### config.mk
export PLATFORM = sky130hd
export DESIGN_NAME = sha256_stream_hasher
export DESIGN_NICKNAME = d
export VERILOG_FILES = /design/src/sha256_pkg.sv /design/src/sha256_front.sv /design/src/sha256_core.sv /design/src/sha256_stream_hasher.sv
export SDC_FILE = /design/constraint.sdc
export NUM_CORES = 2
export LEC_CHECK = 0
export BUFFER_PORTS_ARGS = -buffer_cell sky130_fd_sc_hd__buf_2
export CAP_MARGIN = 20
export CORE_MARGIN = 4
export CORE_UTILIZATION = 55
export DETAILED_ROUTE_END_ITERATION = 12
export PLACE_DENSITY = 0.82
export SLEW_MARGIN = 5
export SYNTH_ARGS = -nofsm -noshare
export SYNTH_HDL_FRONTEND = slang
export SYNTH_SLANG_ARGS = --single-unit
### constraint.sdc
create_clock -name clk -period 35.1 [get_ports clk]
set_clock_uncertainty 0.05 [all_clocks]
set_input_delay 0 -clock clk [delete_from_list [all_inputs] [get_ports clk]]
set_output_delay 0 -clock clk [all_outputs]
set_load 0.02 [all_outputs]
### src/sha256_pkg.sv
// Shared types, constants and round functions for the SHA-256 stream hasher.
package sha256_pkg;

  typedef struct packed {
    logic [7:0] msg_byte;
    logic       byte_present;
    logic       end_of_message;
  } in_item_t;

  typedef struct packed {
    logic [31:0] digest_word;
    logic [2:0]  word_index;
    logic        last_word;
  } out_item_t;

  // Command from the front part to the back part
  typedef struct packed {
    logic [7:0] data;
    logic       has_byte;
    logic       is_end;
  } cmd_t;

  typedef enum logic [2:0] {
    ST_IDLE,
    ST_ROUND,
    ST_FOLD,
    ST_PAD,
    ST_EMIT
  } core_state_t;

  localparam logic [7:0] PAD_MARK = 8'h80;
  localparam logic [5:0] LEN_POS  = 6'd56;

  localparam logic [31:0] INIT_H [8] = '{
    32'h6a09e667, 32'hbb67ae85, 32'h3c6ef372, 32'ha54ff53a,
    32'h510e527f, 32'h9b05688c, 32'h1f83d9ab, 32'h5be0cd19};

  function automatic logic [31:0] round_k(input logic [5:0] i);
    logic [31:0] k [64];
    k = '{
      32'h428a2f98, 32'h71374491, 32'hb5c0fbcf, 32'he9b5dba5, 32'h3956c25b, 32'h59f111f1,
      32'h923f82a4, 32'hab1c5ed5, 32'hd807aa98, 32'h12835b01, 32'h243185be, 32'h550c7dc3,
      32'h72be5d74, 32'h80deb1fe, 32'h9bdc06a7, 32'hc19bf174, 32'he49b69c1, 32'hefbe4786,
      32'h0fc19dc6, 32'h240ca1cc, 32'h2de92c6f, 32'h4a7484aa, 32'h5cb0a9dc, 32'h76f988da,
      32'h983e5152, 32'ha831c66d, 32'hb00327c8, 32'hbf597fc7, 32'hc6e00bf3, 32'hd5a79147,
      32'h06ca6351, 32'h14292967, 32'h27b70a85, 32'h2e1b2138, 32'h4d2c6dfc, 32'h53380d13,
      32'h650a7354, 32'h766a0abb, 32'h81c2c92e, 32'h92722c85, 32'ha2bfe8a1, 32'ha81a664b,
      32'hc24b8b70, 32'hc76c51a3, 32'hd192e819, 32'hd6990624, 32'hf40e3585, 32'h106aa070,
      32'h19a4c116, 32'h1e376c08, 32'h2748774c, 32'h34b0bcb5, 32'h391c0cb3, 32'h4ed8aa4a,
      32'h5b9cca4f, 32'h682e6ff3, 32'h748f82ee, 32'h78a5636f, 32'h84c87814, 32'h8cc70208,
      32'h90befffa, 32'ha4506ceb, 32'hbef9a3f7, 32'hc67178f2};
    return k[i];
  endfunction

  function automatic logic [31:0] ror32(input logic [31:0] x, input int n);
    return (x >> n) | (x << (32 - n));
  endfunction

endpackage

### src/sha256_front.sv
// Input side: accepts items into a short command queue.
module sha256_front (
  input  logic                  clk,
  input  logic                  rst,
  input  logic                  push,
  output logic                  full,
  input  sha256_pkg::in_item_t  in_item,
  output logic                  cmd_valid,
  output sha256_pkg::cmd_t      cmd,
  input  logic                  cmd_take
);
  import sha256_pkg::*;

  cmd_t       slot [2];
  logic [1:0] count;
  logic       wp;
  logic       rp;
  logic       acc;
  logic       keep;

  assign full      = count == 2'd2;
  assign acc       = push && !full;
  // drop items that carry neither a byte nor an end mark
  assign keep      = in_item.byte_present || in_item.end_of_message;
  assign cmd_valid = count != 2'd0;
  assign cmd       = slot[rp];

  always_ff @(posedge clk) begin
    if (rst) begin
      count <= 2'd0;
      wp    <= 1'b0;
      rp    <= 1'b0;
    end else begin
      if (acc && keep) begin
        slot[wp] <= '{data: in_item.msg_byte, has_byte: in_item.byte_present,
                      is_end: in_item.end_of_message};
        wp <= ~wp;
      end
      if (cmd_take) rp <= ~rp;
      count <= count + {1'b0, acc && keep} - {1'b0, cmd_take};
    end
  end
endmodule

### src/sha256_core.sv
// Back side: block buffer, message schedule, round unit, padding and digest.
module sha256_core (
  input  logic                  clk,
  input  logic                  rst,
  input  logic                  cmd_valid,
  input  sha256_pkg::cmd_t      cmd,
  output logic                  cmd_take,
  output logic                  empty,
  input  logic                  pop,
  output sha256_pkg::out_item_t out_item
);
  import sha256_pkg::*;

  core_state_t state, state_next;
  logic [31:0] h [8];
  logic [31:0] v [8];
  logic [31:0] w [16];
  logic [5:0]  fill;
  logic [60:0] total;
  logic [5:0]  rnd;
  logic        ending;    // padding in progress
  logic        mark_due;  // end arrived with a byte, marker still to write
  logic        len_ok;    // length goes into bytes 56..63 of this block
  logic        len_done;  // length block absorbed, emit next
  logic [2:0]  oidx;

  logic [7:0]  pad_byte;
  logic [63:0] bits;
  logic        byte_wr;
  logic [7:0]  wr_byte;
  logic [31:0] t1, t2, s0, s1, wn;
  logic [2:0]  lenk;

  assign bits = {total, 3'b000};
  assign lenk = fill[2:0];

  always_comb begin
    if (mark_due)
      pad_byte = PAD_MARK;
    else if (len_ok && fill >= LEN_POS)
      pad_byte = bits[{3'd7 - lenk, 3'b000} +: 8];
    else
      pad_byte = 8'h00;
  end

  // round datapath
  always_comb begin
    t1 = v[7] + (ror32(v[4], 6) ^ ror32(v[4], 11) ^ ror32(v[4], 25))
       + ((v[4] & v[5]) ^ (~v[4] & v[6])) + round_k(rnd) + w[0];
    t2 = (ror32(v[0], 2) ^ ror32(v[0], 13) ^ ror32(v[0], 22))
       + ((v[0] & v[1]) ^ (v[0] & v[2]) ^ (v[1] & v[2]));
    s0 = ror32(w[1], 7) ^ ror32(w[1], 18) ^ (w[1] >> 3);
    s1 = ror32(w[14], 17) ^ ror32(w[14], 19) ^ (w[14] >> 10);
    wn = w[0] + s0 + w[9] + s1;
  end

  always_comb begin
    state_next = state;
    cmd_take   = 1'b0;
    byte_wr    = 1'b0;
    wr_byte    = cmd.data;
    empty      = 1'b1;
    case (state)
      ST_IDLE: begin
        if (cmd_valid) begin
          cmd_take = 1'b1;
          byte_wr  = 1'b1;
          // an end without a byte writes the marker right away
          if (!cmd.has_byte) wr_byte = PAD_MARK;
          if (fill == 6'd63) state_next = ST_ROUND;
          else if (cmd.is_end) state_next = ST_PAD;
        end
      end
      ST_PAD: begin
        byte_wr = 1'b1;
        wr_byte = pad_byte;
        if (fill == 6'd63) state_next = ST_ROUND;
      end
      ST_ROUND: if (rnd == 6'd63) state_next = ST_FOLD;
      ST_FOLD: begin
        if (len_done) state_next = ST_EMIT;
        else if (ending) state_next = ST_PAD;
        else state_next = ST_IDLE;
      end
      ST_EMIT: begin
        empty = 1'b0;
        if (pop && oidx == 3'd7) state_next = ST_IDLE;
      end
      default: state_next = ST_IDLE;
    endcase
  end

  assign out_item = '{digest_word: h[oidx], word_index: oidx, last_word: oidx == 3'd7};

  always_ff @(posedge clk) begin
    if (rst) state <= ST_IDLE;
    else state <= state_next;
  end

  always_ff @(posedge clk) begin
    if (rst) begin
      for (int i = 0; i < 8; i++) h[i] <= INIT_H[i];
      fill     <= '0;
      total    <= '0;
      rnd      <= '0;
      ending   <= 1'b0;
      mark_due <= 1'b0;
      len_ok   <= 1'b0;
      len_done <= 1'b0;
      oidx     <= '0;
    end else begin
      if (byte_wr) begin
        // write each byte into the schedule window at its fill position, big-endian
        w[fill[5:2]][{2'd3 - fill[1:0], 3'b000} +: 8] <= wr_byte;
        fill <= fill + 6'd1;
        if (state == ST_IDLE) begin
          if (cmd.has_byte) total <= total + 61'd1;
          if (cmd.is_end) ending <= 1'b1;
          if (cmd.has_byte && cmd.is_end) mark_due <= 1'b1;
        end
        // a marker below byte 56 leaves room for the length in this block
        if (((state == ST_IDLE && !cmd.has_byte) || (state == ST_PAD && mark_due))
            && fill < LEN_POS)
          len_ok <= 1'b1;
        if (state == ST_PAD) mark_due <= 1'b0;
        if (state == ST_PAD && fill == 6'd63) len_done <= len_ok;
      end
      // a block that starts after the marker always carries the length
      if (state == ST_FOLD && ending) len_ok <= 1'b1;
      if (state_next == ST_ROUND && state != ST_ROUND) begin
        for (int i = 0; i < 8; i++) v[i] <= h[i];
        rnd <= '0;
      end
      if (state == ST_ROUND) begin
        for (int i = 0; i < 15; i++) w[i] <= w[i + 1];
        w[15] <= wn;
        v[0] <= t1 + t2;
        v[1] <= v[0];
        v[2] <= v[1];
        v[3] <= v[2];
        v[4] <= v[3] + t1;
        v[5] <= v[4];
        v[6] <= v[5];
        v[7] <= v[6];
        rnd  <= rnd + 6'd1;
      end
      if (state == ST_FOLD)
        for (int i = 0; i < 8; i++) h[i] <= h[i] + v[i];
      if (state == ST_EMIT && pop) begin
        oidx <= oidx + 3'd1;
        if (oidx == 3'd7) begin
          for (int i = 0; i < 8; i++) h[i] <= INIT_H[i];
          fill     <= '0;
          total    <= '0;
          ending   <= 1'b0;
          mark_due <= 1'b0;
          len_ok   <= 1'b0;
          len_done <= 1'b0;
        end
      end
    end
  end
endmodule

### src/sha256_stream_hasher.sv
// Top level of the streaming SHA-256 hasher.
// Usage:
//   Input channel: push/full with one in_item per transfer (a byte, a
//   byte-present flag, and an end mark). Items with neither byte nor end
//   are accepted and dropped.
//   Result channel: empty/pop; after an end mark the eight digest words
//   appear in order, word 0 most significant, last_word set on word 7.
// Timing:
//   The back part takes one queued byte per cycle while in its idle state;
//   every 64th byte starts a compression of 64 rounds plus a fold step on
//   the single round unit, during which no bytes are taken. An end mark adds
//   the padding bytes one per cycle and one or two compressions; the eight
//   digest words then appear and follow one per cycle while pop is high.
//   A two-entry queue decouples input from the back part.
// Reset: rst clears queue, counts and loads the initial hash values.
// Stall: while results wait, the back part holds; the queue fills and then
//   full rises until pop drains the digest.
module sha256_stream_hasher (
  input  logic                  clk,
  input  logic                  rst,
  input  logic                  push,
  output logic                  full,
  input  sha256_pkg::in_item_t  in_item,
  output logic                  empty,
  input  logic                  pop,
  output sha256_pkg::out_item_t out_item
);
  import sha256_pkg::*;

  logic cmd_valid;
  cmd_t cmd;
  logic cmd_take;

  sha256_front u_front (
    .clk, .rst, .push, .full, .in_item,
    .cmd_valid, .cmd, .cmd_take
  );

  sha256_core u_core (
    .clk, .rst, .cmd_valid, .cmd, .cmd_take,
    .empty, .pop, .out_item
  );
endmodule

* After elaboration in Yosys (flattened, before gate mapping)
Memories as Yosys holds them, arrays and structs flattened. A register that Yosys moved wholly into a read port is not among the register bits.
Cells that the tools add are included.
** Storage, ports and cells
- Register bits after elaboration :: 87
- RAM bits :: 1044
- ROM bits :: 2048
- Bits of input ports :: 14
- Output and inout bits :: 38
- Logic and storage cells :: 236
- Memories :: 5
** Memories
- (name not given) :: depth 64, width 32, rd ports 1, clocked after memory_dff 0, wr ports 0, line sha256_pkg.sv:52 : return k[i];
- u_core.w :: depth 16, width 32, rd ports 16, clocked after memory_dff 0, wr ports 16, line sha256_core.sv:17 : logic [31:0] w [16];
- u_core.h :: depth 8, width 32, rd ports 9, clocked after memory_dff 1, wr ports 8, line sha256_core.sv:15 : logic [31:0] h [8];
- u_core.v :: depth 8, width 32, rd ports 8, clocked after memory_dff 0, wr ports 8, line sha256_core.sv:16 : logic [31:0] v [8];
- u_front.slot :: depth 2, width 10, rd ports 1, clocked after memory_dff 1, wr ports 1, line sha256_front.sv:14 : cmd_t slot [2];
** Operators by class
- Add/sub/neg operators :: 27
- Order comparisons :: 3
- Equal/unequal tests :: 10
- Shift-type cells :: 3
- Multiplexer cells :: 102
- Bitwise gates (word level) :: 54
- Reduce and logical (&&, ||, !) cells :: 20
** Operators with widths (count)
- $mux 32 :: 29
- $add 32x32->32 :: 18
- $mux 61 :: 5
- $xor 32x32->32 :: 9
- $and 32x32->32 :: 5
- $shiftx 64x7->8 :: 1
- $add 61x1->61 const B :: 1
- $mux 1 :: 45
- $mux 8 :: 4
- $not 32->32 :: 1
- $or 10x32->32 :: 1
- $or 13x32->32 :: 1
- $or 14x32->32 :: 1
- $or 15x32->32 :: 1
- $or 19x32->32 :: 1
- $or 21x32->32 :: 1
- $or 25x32->32 :: 1
- $or 26x32->32 :: 1
- $or 30x32->32 :: 1
- $or 7x32->32 :: 1
- $reduce_or 32->1 :: 1
- $shift 8x7->32 const A :: 1
- $shiftx 8x7->32 :: 1
- $xor 32x22->32 :: 1
- 32 further kinds :: 87

* Longest topological paths before layout
- Depth after elaboration :: 10
- Depth in mapped cells :: 42
- Mapped depth without buffers :: 39

* Cells and area by module
Synthesis repeated with hierarchy kept, for this count alone.
** Unflattened totals
- Cell total of the unflattened synthesis :: 7632
- Area total of the unflattened synthesis :: 73777.0 um^2
** Modules (own cells, without submodules)
- sha256_core :: times used 1, cells each 7577, area an instance 72821.1 um^2, sequential area each 31189.9 um^2
- sha256_front :: times used 1, cells each 55, area an instance 955.9 um^2, sequential area each 700.7 um^2

* Worst setup path after synthesis
No wires, ideal clock.
- Path type :: flip-flop to flip-flop
- From :: reg (tool-made name)
- To :: mem u_core.v[0][0], enable pin
- Setup time :: 0.877 ns
- Arrival :: 12.389 ns
- Data required time :: 34.173 ns
- Setup slack :: 21.784 ns
- Stages on the path, launching flop included :: 8
- Buffers on the path :: 1
- Period minus slack after synthesis :: 13.316 ns
- Cells stage by stage :: dfxtp_1 > clkbuf_1 > mux2_2 > a21o_1 > a21oi_1 > nand2b_1 > and2_1 > nor2_1
** RTL lines (line)
- end, declared :: sha256_core.sv:16

==> results.py <==
metrics = {
    "synthesis": {
        "ys_dominant_reg_cell": "edfxtp_1",
        "netlist_area_sq_um": 73700,
        "ys_ff_latch": 1135,
        "syn_inst": 7605,
        "syn_nets": 8219,
        "avgSynthCellArea_sq_um": 9.69,
        "yosys_warnings": 0,
        "synth-simple-area-share_pct": 16.0,
        "ys_seq_area_share_pct": 43.3,
        "synthAdderAreaFrac_pct": 12.5,
        "synthMuxAreaShare_pct": 4.80,
        "ys_types": 85,
        "synth_top_family_by_area": "simple AND/OR/NAND/NOR gates",
        "synthXorXnorAreaFrac_pct": 7.39,
        "synth_edf_count": 916,
        "synth_compound_area_share_pct": 12.5,
        "ys_async_sr_fraction_pct": 0,
    },
    "final_layout": {
        "syn2layout_area_growth_pct": 8.23,
        "layout-drive-gt1-share_pct": 7.78,
        "layout_common_cells": "1858 x nand2_1, 916 x edfxtp_1, 465 x o21ai_0, 421 x a21oi_1, 405 x ha_1",
        "seqCellArea_sq_um": 31900,
        "nFillCells": 10700,
        "final_common_cell": "nand2_1",
        "nNetsFinal": 8147,
        "multi_input_area_sq_um": 39300,
    },
    "clock_tree": {
        "path_clk_slew_ns": 0.07,
        "cts_buffers": 117,
        "cts_max_level": 3,
        "cts_tree": "yes",
        "numClockSinks": 1135,
        "ctsRootBufferMaster": "clkbuf_16",
        "cts_buffer_depth": 3,
        "clk_latency_ns": 0.78,
        "post_cts_resized": 0,
    },
    "placement": {
        "numPortBuffers": 51,
        "gp_congestion": 1.03,
        "dp_hpwl_um": 169000,
    },
    "sta": {
        "fin_tns_setup_ns": 0,
        "setup_viol": 0,
        "tightest_slew_ns": 1.11,
        "timing.final.hold_violations": 0,
        "finalCriticalPeriod_ns": 10.80,
        "drv_slew": 0,
        "min_period_over_period_pct": 30.8,
        "maxSlewHeadroom_pct": 26.3,
        "fmax_mhz": 92.6,
        "grt_setup_unrepaired": "false",
    },
    "grt": {
        "track_usage_pct": 32.5,
        "grt_pass1_wl_um": 350000,
        "grt_max_degree": 184,
        "grt_pass1_vias": 57300,
        "grt_overflow": 0,
        "antenna_found_initial": 7,
    },
    "routing": {
        "remaining_drc_errors": 0,
        "wl_met3_um": 25200,
        "wl_met1_um": 86200,
        "wl_met2_um": 103000,
        "dr.pass1.iters": 9,
        "top_layer_used": "met5",
        "wl_per_cell_um": 24.8,
        "ant_nets": 0,
        "drt_iter0_markers": 7615,
        "vias": 59800,
        "via_per_inst": 6.35,
        "routed_wl_um": 233000,
    },
    "setup_path": {
        "path_common_cell": "o21ai_0",
        "cp_max_fo": 17,
        "slowest_stage": "ha_1",
        "cp.required_ns": 35.54,
        "critPathCaptureType": "flop",
        "slowest_delay_ns": 0.89,
        "critPathKind": "flop to flop",
        "start_kind": "flop",
        "cp_data_arrival_time_ns": 11.25,
    },
    "die": {
        "dieHeight_um": 374,
        "rows": 134,
        "num_io_pins": 52,
        "dieArea_sq_um": 140000,
        "design.core.area_sq_um": 133000,
        "start_util_pct": 55.3,
        "die_width_um": 374,
    },
    "run": {
        "drv_cap": 0,
    },
    "hold_path": {
        "hold_class": "primary input to flop",
    },
    "run_status": {
        "status": "finished clean",
    },
}
==> sequential cells by signal, indices dropped and copies added (netlist names), named ones only <==
name	count
u_core.len_ok	1
u_core.total	61
u_front.rp	1
u_core.w	512
u_front.count	2
u_core.fill	6
u_front.slot	20
u_front.wp	1
u_core.state	3
u_core.v	256
u_core.rnd	6
u_core.len_done	1
u_core.mark_due	1
u_core.oidx	3
u_core.h	256
u_core.ending	1
==> path summary, 6_finish.rpt <==
path	slack (ns)	cells past startpoint	endpoint	from
worst max-delay path	24.30	33	u_core.v[0][30]	u_core.rnd[1]
worst min-delay path	0.32	4	u_front.slot[1][8]	push
worst min register to register	0.45	2	u_core.h[7][2]	u_core.h[7][2]
worst max register to register	24.30	33	u_core.v[0][30]	u_core.rnd[1]
==> metrics by stage <==
| step | utilization [%] | std cells | hold WS [ns] | setup slack [ns] | instance area (sq um) |
|---|---|---|---|---|---|
| 6_report | 59.9 | 9405 | 0.316 | 24.30 | 79800 |
| 2_1_floorplan | - | 7605 | 0.0489 | 21.78 | 73700 |
| 5_1_grt | 59.9 | 9402 | 0.345 | 23.76 | 79800 |
| 3_5_place_dp | 56.6 | 9120 | 0.143 | 24.64 | 75500 |
| 3_3_place_gp | 56.6 | 9103 | 0.140 | 24.81 | 75400 |
| 4_1_cts | 59.7 | 9365 | 0.285 | 24.59 | 79600 |
==> logic make-up (layout without fill, tap and decap cells) <==
family,Yosys count,in the layout
AND/OR/NAND/NOR,2791,2791
AO/OA/AOI/OAI,1505,1505
flip-flops,1135,1135
buffers and inverters,689,718
adder cells (fa/ha/maj),627,627
XOR/XNOR,619,619
multiplexers,239,239
other,0,3
==> worst max-delay path, delay by kind of cell, from the launching register on <==
family          cells  cell delay, ns
xor+xnor            2            0.43
simple gates        4            0.88
flops               1            0.33
fa+ha+maj           8            3.76
compound gates     16            4.57
buf+inv             3            0.48
==> timing repair <==
item | CTS | global route
hold buffers | 25 | 0
setup buffers | 0 | 0
endpoints found under the hold margin | 73 | 0
==> synthesized netlist by cell type, drive strengths merged (10+ instances only) <==
cell / number / area share (%)
or3: 49 / 0.43
a21boi: 13 / 0.13
a211oi: 51 / 0.52
nor3b: 12 / 0.12
nand2b: 61 / 0.52
buf: 34 / 0.18
a21o: 150 / 1.5
o21a: 68 / 0.69
nor2: 349 / 1.8
o311ai: 14 / 0.17
edfxtp: 916 / 37
a31oi: 49 / 0.42
o22ai: 15 / 0.13
a311oi: 14 / 0.17
nand4: 38 / 0.32
nor3: 112 / 0.78
a2111oi: 11 / 0.16
xnor2: 402 / 4.8
and2: 25 / 0.21
nor2b: 53 / 0.45
fa: 195 / 5.3
nand3: 122 / 0.85
o31ai: 34 / 0.35
o21bai: 39 / 0.40
ha: 405 / 6.9
maj3: 27 / 0.37
o211ai: 50 / 0.51
mux2: 99 / 1.5
clkbuf: 360 / 1.8
nand2: 1859 / 9.5
or2: 18 / 0.15
dfxtp: 219 / 5.9
mux2i: 58 / 0.79
and3: 46 / 0.39
xor2: 215 / 2.6
a21oi: 421 / 2.9
inv: 292 / 1.5
nor4: 10 / 0.085
mux4: 82 / 2.5
a221oi: 16 / 0.19
o21ai: 469 / 3.2
and4: 13 / 0.15
==> layer usage <==
metal,global-route usage (%),vias to the layer above
met2,49.7,3468
met3,7.76,837
met5,0,-
met1,41.2,28900
met4,21.6,10
li1,-,26500
==> final cells by class <==
class | instances | share of cell area (%)
flip-flops and latches | 1135 | 40.0
repair buffers | 203 | 1.75
well taps | 1768 | 2.77
diodes | 3 | 0.00941
clock inverters | 76 | 0.924
clock buffers | 144 | 3.88
multi-input cells | 5781 | 49.3
inverters | 295 | 1.39
Power is left out: the tool's default activity adds up to more than one toggle a clock period on the data nets, which glitch-free logic cannot reach.
